$ cat config.mk
export PLATFORM = sky130hd
export DESIGN_NAME = byte_stuffed_frame_receiver_core_flat
export DESIGN_NICKNAME = d
export VERILOG_FILES = /design/src/rtl/core/bsfr_pkg.sv /design/src/rtl/core/bsfr_if.sv /design/src/rtl/core/byte_stuffed_frame_receiver_core.sv /design/src/rtl/core/bsfr_cfg_regs.sv /design/src/flat_wrapper.sv
export SDC_FILE = /design/constraint.sdc
export NUM_CORES = 1
export LEC_CHECK = 0
export BUFFER_PORTS_ARGS = -buffer_cell sky130_fd_sc_hd__buf_2
export CAP_MARGIN = 20
export CORE_MARGIN = 5
export CORE_UTILIZATION = 40
export DETAILED_ROUTE_END_ITERATION = 7
export PLACE_DENSITY_LB_ADDON = 0.25
export RECOVER_POWER = 50
export SKIP_CTS_REPAIR_TIMING = 1
export SLEW_MARGIN = 10
export SYNTH_ARGS = -nofsm -noshare
export SYNTH_HDL_FRONTEND = slang
export SYNTH_SLANG_ARGS = --single-unit
$ cat constraint.sdc
create_clock -name clk_i -period 2.1 [get_ports clk_i]
set_input_delay 0.42 -clock clk_i [delete_from_list [all_inputs] [get_ports clk_i]]
set_output_delay 0.42 -clock clk_i [all_outputs]
set_load 0.005 [all_outputs]
$ cat src/rtl/core/bsfr_pkg.sv
// ----------------------------------------------------------------------------
// bsfr_pkg
// Types and constants shared by the byte-stuffed frame receiver files.
// ----------------------------------------------------------------------------
package bsfr_pkg;

  // Frame buffer size in payload bytes
  localparam int unsigned MAX_FRAME_BYTES = 256;
  localparam int unsigned CNT_W = $clog2(MAX_FRAME_BYTES + 1);

  localparam int unsigned BYTE_W  = 8;
  localparam int unsigned INDEX_W = 8;
  localparam int unsigned LEN_W   = 9;
  localparam int unsigned KIND_W  = 3;
  localparam int unsigned CFG_IDX_W = 2;

  // Register indexes
  localparam logic [CFG_IDX_W-1:0] REG_START  = 2'd0;
  localparam logic [CFG_IDX_W-1:0] REG_END    = 2'd1;
  localparam logic [CFG_IDX_W-1:0] REG_ESCAPE = 2'd2;
  localparam logic [CFG_IDX_W-1:0] REG_MASK   = 2'd3;

  // Register reset values
  localparam logic [BYTE_W-1:0] START_RST  = 8'd2;
  localparam logic [BYTE_W-1:0] END_RST    = 8'd3;
  localparam logic [BYTE_W-1:0] ESCAPE_RST = 8'd27;
  localparam logic [BYTE_W-1:0] MASK_RST   = 8'd32;

  typedef enum logic [KIND_W-1:0] {
    KIND_NONE    = 3'd0,
    KIND_DATA    = 3'd1,
    KIND_DONE    = 3'd2,
    KIND_NOSPACE = 3'd3,
    KIND_LOST    = 3'd4
  } kind_e;

  typedef enum logic [1:0] {
    PH_IDLE  = 2'd0,
    PH_FRAME = 2'd1,
    PH_ESC   = 2'd2
  } phase_e;

  // Control byte set handed from the register block to the core
  typedef struct packed {
    logic [BYTE_W-1:0] start_byte;
    logic [BYTE_W-1:0] end_byte;
    logic [BYTE_W-1:0] escape_byte;
    logic [BYTE_W-1:0] stuff_mask;
  } cfg_t;

  // One result item
  typedef struct packed {
    kind_e              kind;
    logic [BYTE_W-1:0]  data_byte;
    logic [INDEX_W-1:0] byte_index;
    logic [LEN_W-1:0]   frame_length;
    logic               frame_overflowed;
    logic               aborted_previous;
  } result_t;

endpackage

$ cat src/rtl/core/bsfr_if.sv
// ----------------------------------------------------------------------------
// bsfr_rx_if / bsfr_res_if
// Valid/ready channels for received bytes and for receiver results.
// ----------------------------------------------------------------------------
interface bsfr_rx_if;
  logic       valid;
  logic       ready;
  logic [7:0] rx_byte;
  logic       space_free;

  modport source (output valid, output rx_byte, output space_free, input ready);
  modport sink   (input valid, input rx_byte, input space_free, output ready);
endinterface

interface bsfr_res_if;
  logic       valid;
  logic       ready;
  logic [2:0] kind;
  logic [7:0] data_byte;
  logic [7:0] byte_index;
  logic [8:0] frame_length;
  logic       frame_overflowed;
  logic       aborted_previous;

  modport source (output valid, output kind, output data_byte, output byte_index,
                  output frame_length, output frame_overflowed,
                  output aborted_previous, input ready);
  modport sink   (input valid, input kind, input data_byte, input byte_index,
                  input frame_length, input frame_overflowed,
                  input aborted_previous, output ready);
endinterface

$ cat src/rtl/core/byte_stuffed_frame_receiver_core.sv
// ----------------------------------------------------------------------------
// byte_stuffed_frame_receiver_core
// Hunts for a start byte, removes escape stuffing and reports frame events.
// ----------------------------------------------------------------------------
// Usage:
//   rx_i carries one raw byte per request, with space_free telling whether a
//   frame buffer is free should that byte be a start byte.
//   res_o carries exactly one result per accepted byte: a data byte with its
//   index, a frame-complete length, a dropped frame, a lost byte, or nothing.
//   The control bytes are set through cfg_we_i / cfg_idx_i / cfg_wdata_i
//   while the channels are quiet.
// Timing and throughput:
//   The result of a byte is registered onto res_o in the cycle after it is
//   accepted. One byte is accepted every cycle unless res_o stalls; the single
//   output register is refilled in the same cycle it is drained, so rx_i.ready
//   follows res_o.ready combinationally while a result is held.
// Stall:
//   While res_o holds an untaken result, rx_i.ready is low; nothing is lost.
// Reset:
//   Control bytes return to start 2, end 3, escape 27, mask 32; the receiver
//   goes idle with an empty count and the output register is emptied.
// ----------------------------------------------------------------------------
module byte_stuffed_frame_receiver_core import bsfr_pkg::*; (
  input  logic                 clk_i,
  input  logic                 rst_ni,
  input  logic                 cfg_we_i,
  input  logic [CFG_IDX_W-1:0] cfg_idx_i,
  input  logic [BYTE_W-1:0]    cfg_wdata_i,
  bsfr_rx_if.sink              rx_i,
  bsfr_res_if.source           res_o
);

  cfg_t cfg;

  bsfr_cfg_regs u_cfg_regs (
    .clk_i       (clk_i),
    .rst_ni      (rst_ni),
    .cfg_we_i    (cfg_we_i),
    .cfg_idx_i   (cfg_idx_i),
    .cfg_wdata_i (cfg_wdata_i),
    .cfg_o       (cfg)
  );

  phase_e            phase_q, phase_d;
  logic [CNT_W-1:0]  cnt_q, cnt_d;
  logic              ovf_q, ovf_d;
  logic              out_valid_q;
  result_t           res_q, res_d;
  logic              accept;
  logic              store_en;
  logic [BYTE_W-1:0] store_val;

  assign rx_i.ready = !out_valid_q || res_o.ready;
  assign accept     = rx_i.valid && rx_i.ready;

  // Next state and result for the byte on rx_i
  always_comb begin
    res_d     = '0;
    phase_d   = phase_q;
    cnt_d     = cnt_q;
    ovf_d     = ovf_q;
    store_en  = 1'b0;
    store_val = rx_i.rx_byte;

    if (rx_i.rx_byte == cfg.start_byte) begin
      // start always restarts, in any phase
      res_d.aborted_previous = (phase_q == PH_FRAME) || (phase_q == PH_ESC);
      cnt_d = '0;
      ovf_d = 1'b0;
      if (rx_i.space_free) begin
        phase_d = PH_FRAME;
      end else begin
        phase_d    = PH_IDLE;
        res_d.kind = KIND_NOSPACE;
      end
    end else begin
      case (phase_q)
        PH_FRAME: begin
          if (rx_i.rx_byte == cfg.escape_byte) begin
            phase_d = PH_ESC;
          end else if (rx_i.rx_byte == cfg.end_byte) begin
            res_d.kind             = KIND_DONE;
            res_d.frame_length     = LEN_W'(cnt_q);
            res_d.frame_overflowed = ovf_q;
            phase_d = PH_IDLE;
            cnt_d   = '0;
            ovf_d   = 1'b0;
          end else begin
            store_en = 1'b1;
          end
        end
        PH_ESC: begin
          store_en  = 1'b1;
          store_val = rx_i.rx_byte ^ cfg.stuff_mask;
          phase_d   = PH_FRAME;
        end
        default: begin
          // idle, and the unused phase code, ignore non-start bytes
          phase_d = PH_IDLE;
        end
      endcase
    end

    // Payload store with overflow check
    if (store_en) begin
      if (cnt_q < CNT_W'(MAX_FRAME_BYTES)) begin
        res_d.kind       = KIND_DATA;
        res_d.data_byte  = store_val;
        res_d.byte_index = INDEX_W'(cnt_q);
        cnt_d            = cnt_q + 1'b1;
      end else begin
        res_d.kind = KIND_LOST;
        ovf_d      = 1'b1;
      end
    end
  end

  // Receiver state
  always_ff @(posedge clk_i or negedge rst_ni) begin
    if (!rst_ni) begin
      phase_q <= PH_IDLE;
      cnt_q   <= '0;
      ovf_q   <= 1'b0;
    end else if (accept) begin
      phase_q <= phase_d;
      cnt_q   <= cnt_d;
      ovf_q   <= ovf_d;
    end
  end

  // Output register valid
  always_ff @(posedge clk_i or negedge rst_ni) begin
    if (!rst_ni) begin
      out_valid_q <= 1'b0;
    end else if (rx_i.ready) begin
      out_valid_q <= rx_i.valid;
    end
  end

  // Output register payload
  always_ff @(posedge clk_i) begin
    if (accept) begin
      res_q <= res_d;
    end
  end

  assign res_o.valid            = out_valid_q;
  assign res_o.kind             = res_q.kind;
  assign res_o.data_byte        = res_q.data_byte;
  assign res_o.byte_index       = res_q.byte_index;
  assign res_o.frame_length     = res_q.frame_length;
  assign res_o.frame_overflowed = res_q.frame_overflowed;
  assign res_o.aborted_previous = res_q.aborted_previous;

endmodule

$ cat src/rtl/core/bsfr_cfg_regs.sv
// ----------------------------------------------------------------------------
// bsfr_cfg_regs
// Control byte registers: start, end, escape and stuff mask.
// ----------------------------------------------------------------------------
module bsfr_cfg_regs import bsfr_pkg::*; (
  input  logic                 clk_i,
  input  logic                 rst_ni,
  input  logic                 cfg_we_i,
  input  logic [CFG_IDX_W-1:0] cfg_idx_i,
  input  logic [BYTE_W-1:0]    cfg_wdata_i,
  output cfg_t                 cfg_o
);

  cfg_t cfg_q, cfg_d;

  // Write decode
  always_comb begin
    cfg_d = cfg_q;
    if (cfg_we_i) begin
      case (cfg_idx_i)
        REG_START:  cfg_d.start_byte  = cfg_wdata_i;
        REG_END:    cfg_d.end_byte    = cfg_wdata_i;
        REG_ESCAPE: cfg_d.escape_byte = cfg_wdata_i;
        REG_MASK:   cfg_d.stuff_mask  = cfg_wdata_i;
        default:    cfg_d = cfg_q;
      endcase
    end
  end

  always_ff @(posedge clk_i or negedge rst_ni) begin
    if (!rst_ni) begin
      cfg_q.start_byte  <= START_RST;
      cfg_q.end_byte    <= END_RST;
      cfg_q.escape_byte <= ESCAPE_RST;
      cfg_q.stuff_mask  <= MASK_RST;
    end else begin
      cfg_q <= cfg_d;
    end
  end

  assign cfg_o = cfg_q;

endmodule

$ cat src/flat_wrapper.sv
// flat-port wrapper written by rule: the top's interface ports become plain ports
module byte_stuffed_frame_receiver_core_flat import bsfr_pkg::*;
  (clk_i, rst_ni, cfg_we_i, cfg_idx_i, cfg_wdata_i, rx_i_valid, rx_i_rx_byte, rx_i_space_free, rx_i_ready, res_o_valid, res_o_kind, res_o_data_byte, res_o_byte_index, res_o_frame_length, res_o_frame_overflowed, res_o_aborted_previous, res_o_ready);
  bsfr_rx_if rx_i_i ();
  bsfr_res_if res_o_i ();
  input  logic clk_i;
  input  logic rst_ni;
  input  logic cfg_we_i;
  input  logic [CFG_IDX_W-1:0] cfg_idx_i;
  input  logic [BYTE_W-1:0] cfg_wdata_i;
  input wire logic [$bits(rx_i_i.valid)-1:0] rx_i_valid;
  input wire logic [$bits(rx_i_i.rx_byte)-1:0] rx_i_rx_byte;
  input wire logic [$bits(rx_i_i.space_free)-1:0] rx_i_space_free;
  output wire logic [$bits(rx_i_i.ready)-1:0] rx_i_ready;
  output wire logic [$bits(res_o_i.valid)-1:0] res_o_valid;
  output wire logic [$bits(res_o_i.kind)-1:0] res_o_kind;
  output wire logic [$bits(res_o_i.data_byte)-1:0] res_o_data_byte;
  output wire logic [$bits(res_o_i.byte_index)-1:0] res_o_byte_index;
  output wire logic [$bits(res_o_i.frame_length)-1:0] res_o_frame_length;
  output wire logic [$bits(res_o_i.frame_overflowed)-1:0] res_o_frame_overflowed;
  output wire logic [$bits(res_o_i.aborted_previous)-1:0] res_o_aborted_previous;
  input wire logic [$bits(res_o_i.ready)-1:0] res_o_ready;
  assign rx_i_i.valid = rx_i_valid;
  assign rx_i_i.rx_byte = rx_i_rx_byte;
  assign rx_i_i.space_free = rx_i_space_free;
  assign rx_i_ready = rx_i_i.ready;
  assign res_o_valid = res_o_i.valid;
  assign res_o_kind = res_o_i.kind;
  assign res_o_data_byte = res_o_i.data_byte;
  assign res_o_byte_index = res_o_i.byte_index;
  assign res_o_frame_length = res_o_i.frame_length;
  assign res_o_frame_overflowed = res_o_i.frame_overflowed;
  assign res_o_aborted_previous = res_o_i.aborted_previous;
  assign res_o_i.ready = res_o_ready;
  byte_stuffed_frame_receiver_core u_core (.clk_i(clk_i), .rst_ni(rst_ni), .cfg_we_i(cfg_we_i), .cfg_idx_i(cfg_idx_i), .cfg_wdata_i(cfg_wdata_i), .rx_i(rx_i_i), .res_o(res_o_i));
endmodule
==> metrics.cfg, run 1 <==
[power]
irDropWorstVdd_mv=0.4379
cellLeakagePower_nw=1.868
total_power_mw=3.524
p_per_area_nw_per_um2=811.6

[grt]
grt_pass1_wl_microns=11520
grt_pass1_vias=2256
grt_max_degree=28
track_usage=0.1443
grt_overflow_total=0
antenna_found_initial=0

[timing]
final-setup-viol-count=0
finalHoldViolations=0
slew_headroom=0.1855
fin_crit_ns=2.036
drv_slew=0
fmax_mhz=491.1
worst_pin_slew_ns=1.222
finalClockSkew_ns=0.008691
fin_crit_sh=0.9696
rsz0062_at_grt=true

[routing]
route.detailed.drc=0
ant_nets=0
via_count=2310
drt-pass1-iter-count=4
avgRoutedWirePerCell_microns=15.36
viasPerCell=4.894
wl_microns=7248
drt-initial-drc-count=72

[cts]
htree_levels=3
cts.path.max_buffers=2
clk_pin_slew_ns=0.08
clockRootBuffer=clkbuf_8
cts_buffers=9
clk-insertion-delay-late_ns=0.35
cts_tree=done
clock_sinks=75

[worst_setup_path]
arrival_ns=2.27
cp_cell_sequence=xnor2_2, nand4_1, o211a_1, a31oi_4, buf_6, nor2_2, a221o_1
required_ns=2.33
worstSetupPathType=flop to flop
reg2reg_slack_ns=0.06
crit_fanout=6
cpPeakStageDelay_ns=0.56
startpoint_type=flop
slowest_stage=dfstp_2
critPathCaptureType=flop

[place]
dp_cells=453
gp_congestion=0.7868
port_buffers=55
dp_hpwl_microns=5217

[layout]
nNetsFinal=386
drive_above_1_share=0.4148
final_util=0.5052
layout.cells.non_filler=472
area_growth_pct=24.91
diodes=0

[yosys]
synth.most_common_cell=dfrtp_1
synth_area_leader_cell=dfrtp_1
synth_edf_count=30
ys_seq_area_frac=0.5860
ys_seq_elements=75
netlist.area_leader.share=0.2664
synth_area_leaders=dfrtp_1 (27%), edfxtp_1 (26%), mux2_2 (11%), dfstp_2 (6.0%), xor2_1 (6.0%)
yosys-top-cells-count=dfrtp_1 (37), mux2_2 (34), edfxtp_1 (30)
synth.distinct_cells=43
synthArstFlopShare=0.6000
syn-cell-area_sq_um=3476
synth.avg_cell_area_sq_um=13.02
syn-num-nets=294
synthCells=267
yosysWarnings=0
ys.flop_type=dfrtp_1

[floorplan]
coreArea_sq_um=8593
ios=56
row_count=34
start_util=0.4045
die_area_sq_um=10650
fp.dieW_microns=103.2
die_h_microns=103.2

[job]
drv_cap=0

[status]
status=complete, no violations

[hold_path]
hold_path.class=input pin to flop

## routing by layer
metal / up-vias / wire length (microns) / global-route usage / part of all wire
met5: - / 0 / 0 / 0
met2: 63 / 3400 / 0.2294 / 0.47
met1: 1121 / 3303 / 0.1942 / 0.46
met4: 0 / 110 / 0.04781 / 0.015
met3: 8 / 434 / 0.03555 / 0.060
li1: 1118 / - / - / -
## sequential cells by signal (all words and copies together), names as in the netlist
name and count:
u_core.cnt_q 9, u_core.ovf_q 1, u_core.phase_q 2, u_core.res_o.aborted_previous 1
u_core.res_o.byte_index 8, u_core.res_o.data_byte 8, u_core.res_o.frame_length 9, u_core.res_o.frame_overflowed 1
u_core.res_o.kind 3, u_core.res_o.valid 1, u_core.u_cfg_regs.cfg_o 32
## per-stage QoR
stage | hold slack [ns] | setup TNS [ns] | worst slack [ns] | cell area [sq um]
floorplan | 0.1244 | 0 | 0.1862 | 3476
global placement | 0.4292 | -1.146 | -0.06867 | 4098
detailed placement | 0.4336 | -1.763 | -0.1274 | 4098
CTS | 0.05313 | -0.1633 | -0.02501 | 4298
global route | 0.2864 | -0.3269 | -0.03699 | 4342
finish | 0.2749 | 0 | 0.06393 | 4342
## final cells by class
type | count | area [sq um]
fillers | 792 | 4252
flip-flops and latches | 75 | 2037
multi-input cells | 175 | 1408
repair buffers | 86 | 516.7
clock buffers | 13 | 181.4
well taps | 108 | 135.1
inverters | 12 | 45.04
clock inverters | 3 | 18.77
## worst paths after layout
| check | start | end | cells past startpoint |
|---|---|---|---|
| max | u_core.u_cfg_regs.cfg_o[12] | u_core.cnt_q[6] | 7 |
| min | rx_i_valid | u_core.res_o.valid | 2 |
| max reg2reg | u_core.u_cfg_regs.cfg_o[12] | u_core.cnt_q[6] | 7 |
| min reg2reg | u_core.u_cfg_regs.cfg_o[0] | u_core.u_cfg_regs.cfg_o[0] | 1 |
| max in group asynchronous | rst_ni | u_core.ovf_q | 2 |
| min in group asynchronous | rst_ni | u_core.u_cfg_regs.cfg_o[3] | 1 |
## report_power, final
group          leakage (nW)  switching [mW]  internal (mW)
clock                 0.104           0.524          0.572
combinational         0.947           0.261          0.287
sequential            0.817           0.148           1.73
## cell families after synthesis
logic type	synth area share
AO/OA/AOI/OAI	0.05760
adder cells (fa/ha/maj)	0.01080
buffers and inverters	0.01980
XOR/XNOR	0.08063
AND/OR/NAND/NOR	0.1292
multiplexers	0.1159
flip-flops	0.5860
## worst max-delay path, delay by kind of cell (launching register included)
kind                      cells  cell delay [ns]
AOI/OAI and AO/OA             3             0.83
DFF                           1             0.56
buffers and inverters         1             0.17
and+or+nand+nor               2             0.24
xor gates and xnor gates      1             0.12
## layout by cell type (no fill, tap or decap), types with 2 or more instances in the layout
master,instances
buf_2,48
dfrtp_1,37
mux2_2,34
edfxtp_1,30
buf_4,25
xor2_1,23
nor2_1,20
nand3_1,15
inv_1,12
and2_1,12
clkbuf_8,9
clkbuf_1,9
dfstp_2,8
nand2b_1,7
xnor2_1,6
nand2_1,5
a21oi_1,5
a21o_1,5
nor4_2,3
nor2_2,3
ha_1,3
buf_6,3
nand2_2,2
xnor2_2,2
a21oi_2,2
nand3b_1,2
a32o_1,2
nor3_1,2
nor4_1,2
mux2i_1,2
clkbuf_16,2
clkinv_2,2
(Power assumes the default switching activity.)
==> run 2, diff against run 1 <==
--- a/config.mk
+++ b/config.mk
@@ -7,6 +7,7 @@
 export LEC_CHECK = 0
 export BUFFER_PORTS_ARGS = -buffer_cell sky130_fd_sc_hd__buf_2
 export CAP_MARGIN = 20
+export CORE_ASPECT_RATIO = 0.9
 export CORE_MARGIN = 5
 export CORE_UTILIZATION = 40
 export DETAILED_ROUTE_END_ITERATION = 7
==> run 2 against run 1 <==
Clock skew shrank 0.0012 ns. Total power shrank 4.2%. Largest power group unchanged. Cell count grew 2.3%. Sequential share of layout area grew 0.20 points. Setup slack gained 0.014 ns.
==> metrics.cfg, run 2 (synthesis gave the netlist of run 1 again) <==
[timing]
fmax_mhz=494.5  ; +0.67%
fin_crit_sh=0.9631  ; -0.006500
slew_headroom=0.1434  ; -0.04214
final-setup-viol-count=0  ; unchanged
fin_crit_ns=2.022  ; -0.01365 ns
finalHoldViolations=0  ; unchanged
setup-tns-final_ns=0  ; unchanged
worst_pin_slew_ns=1.285  ; +0.06322 ns
finalClockSkew_ns=0.007524  ; -0.001167 ns
drv_slew=0  ; unchanged

[worst_setup_path]
critPathCaptureType=flop
startpoint_type=flop
crit_fanout=8  ; +2
required_ns=2.33  ; about the same
arrival_ns=2.26  ; about the same
worstSetupPathType=flop to flop

[layout]
drive_above_1_share=0.4203  ; +0.005495
area_growth_pct=24.37
largest_register_ffs=32  ; unchanged
final_util=0.5069  ; +0.001654
postLayoutCellArea_sq_um=4323  ; -0.43%
diodes=0  ; unchanged
final_cell_mix=buf_2 (51), dfrtp_1 (37), mux2_2 (34), edfxtp_1 (30), buf_4 (26)
final_common_cell=buf_2
nNetsFinal=386  ; unchanged

[routing]
viasPerCell=4.799  ; -1.9%
wl_microns=7317  ; +0.95%
avgRoutedWirePerCell_microns=15.15  ; -1.3%
drt-initial-drc-count=69  ; -4.2%
ant_nets=0  ; unchanged
via_count=2318  ; +0.35%
drt-pass1-iter-count=4  ; unchanged
route.detailed.drc=0  ; unchanged

[floorplan]
coreArea_sq_um=8528  ; -0.76%
ios=56  ; unchanged
row_count=32  ; -5.9%
start_util=0.4076  ; +0.003086
die_area_sq_um=10660  ; about the same
die_h_microns=98.44  ; -4.6%
fp.dieW_microns=108.3  ; +4.9%

[grt]
grt_max_degree=24  ; -14%
grt_util_met2=0.2280  ; -0.001392
grt_pass1_wl_microns=11620  ; +0.83%
grt_use_met1=0.1836  ; -0.01061
grt_overflow_total=0  ; unchanged
grt_pass1_vias=2343  ; +3.9%
antenna_found_initial=0  ; unchanged
grt.met3_usage=0.03274  ; -0.002803
track_usage=0.1408  ; -0.003475
busiest_layer=met2

[hold_path]
hold_path.class=input pin to flop

[cts]
cts_tree=done
clk_pin_slew_ns=0.08  ; about the same
cts_buffers=9  ; unchanged
clockRootBuffer=clkbuf_8
htree_levels=3  ; unchanged
clock_sinks=75  ; unchanged
cts.path.max_buffers=2  ; unchanged
clk-insertion-delay-late_ns=0.34  ; about the same

[place]
dpl_cell_area_sq_um=4076  ; -0.52%
dp_hpwl_microns=5178  ; -0.74%
gp_congestion=0.7805  ; -0.80%
port_buffers=55  ; unchanged

[job]
drv_cap=0  ; unchanged

[power]
cellLeakagePower_nw=1.831  ; -2.0%
irDropWorstVdd_mv=0.3513  ; -20%
p_per_area_nw_per_um2=780.6  ; -3.8%

[status]
status=complete, no violations

run 2: changes by cell type in the layout (fill, tap and decap cells not counted), sizes merged:
cell	delta
clkbuf	-5
clkinvlp	+3
a31oi	+1
clkinv	+1
run 2: final cells by class:
cell class	instances	area, sq um
clock buffer	9	123.9
clock inverter	7	45.04
fill	799	4205
inverter	12	45.04
multi-input combinational	176	1434
sequential	75	2037
tap	119	148.9
timing repair buffer	85	489.2
run 2: stage by stage:
step	power, mW	std cells	hold WS, ns	worst slack (ns)
floorplan	2.210	267	0.1244	0.1862
global placement	2.404	461	0.4487	-0.09760
detailed placement	2.425	461	0.4567	-0.1562
CTS	3.391	477	0.07731	-0.009905
global route	3.557	483	0.2999	-0.001623
finish	3.375	483	0.2924	0.07758
run 2: worst paths after layout:
kind | cells past startpoint | endpoint | from | slack, ns
hold / removal | 2 | u_core.res_o.valid | rx_i_valid | 0.29
setup / recovery | 8 | u_core.cnt_q[6] | u_core.phase_q[0] | 0.08
min in group asynchronous | 1 | u_core.u_cfg_regs.cfg_o[22] | rst_ni | 0.33
max in group asynchronous | 2 | u_core.u_cfg_regs.cfg_o[18] | rst_ni | 0.55
setup reg to reg | 8 | u_core.cnt_q[6] | u_core.phase_q[0] | 0.08
hold reg to reg | 1 | u_core.ovf_q | u_core.ovf_q | 0.49
run 2: layer usage:
metal / wire [microns] / vias to the layer above
met1: 3379 / 1135
met4: 107 / 0
met3: 370 / 11
met2: 3460 / 47
li1: - / 1125
met5: 0 / -
run 2: critical path: stages (launching register included):
cell	delay, ns
dfrtp_1	0.36
inv_1	0.06
ha_1	0.35
nor2_2	0.15
nand2_1	0.11
a21oi_4	0.21
a31oi_4	0.07
o21a_4	0.27
a221o_1	0.34
run 2: where the power goes:
group          switching [mW]  total, mW  internal (mW)
registers               0.143       1.87           1.73
clock network           0.540      0.962          0.422
logic                   0.260      0.539          0.279
total                   0.943       3.37           2.43
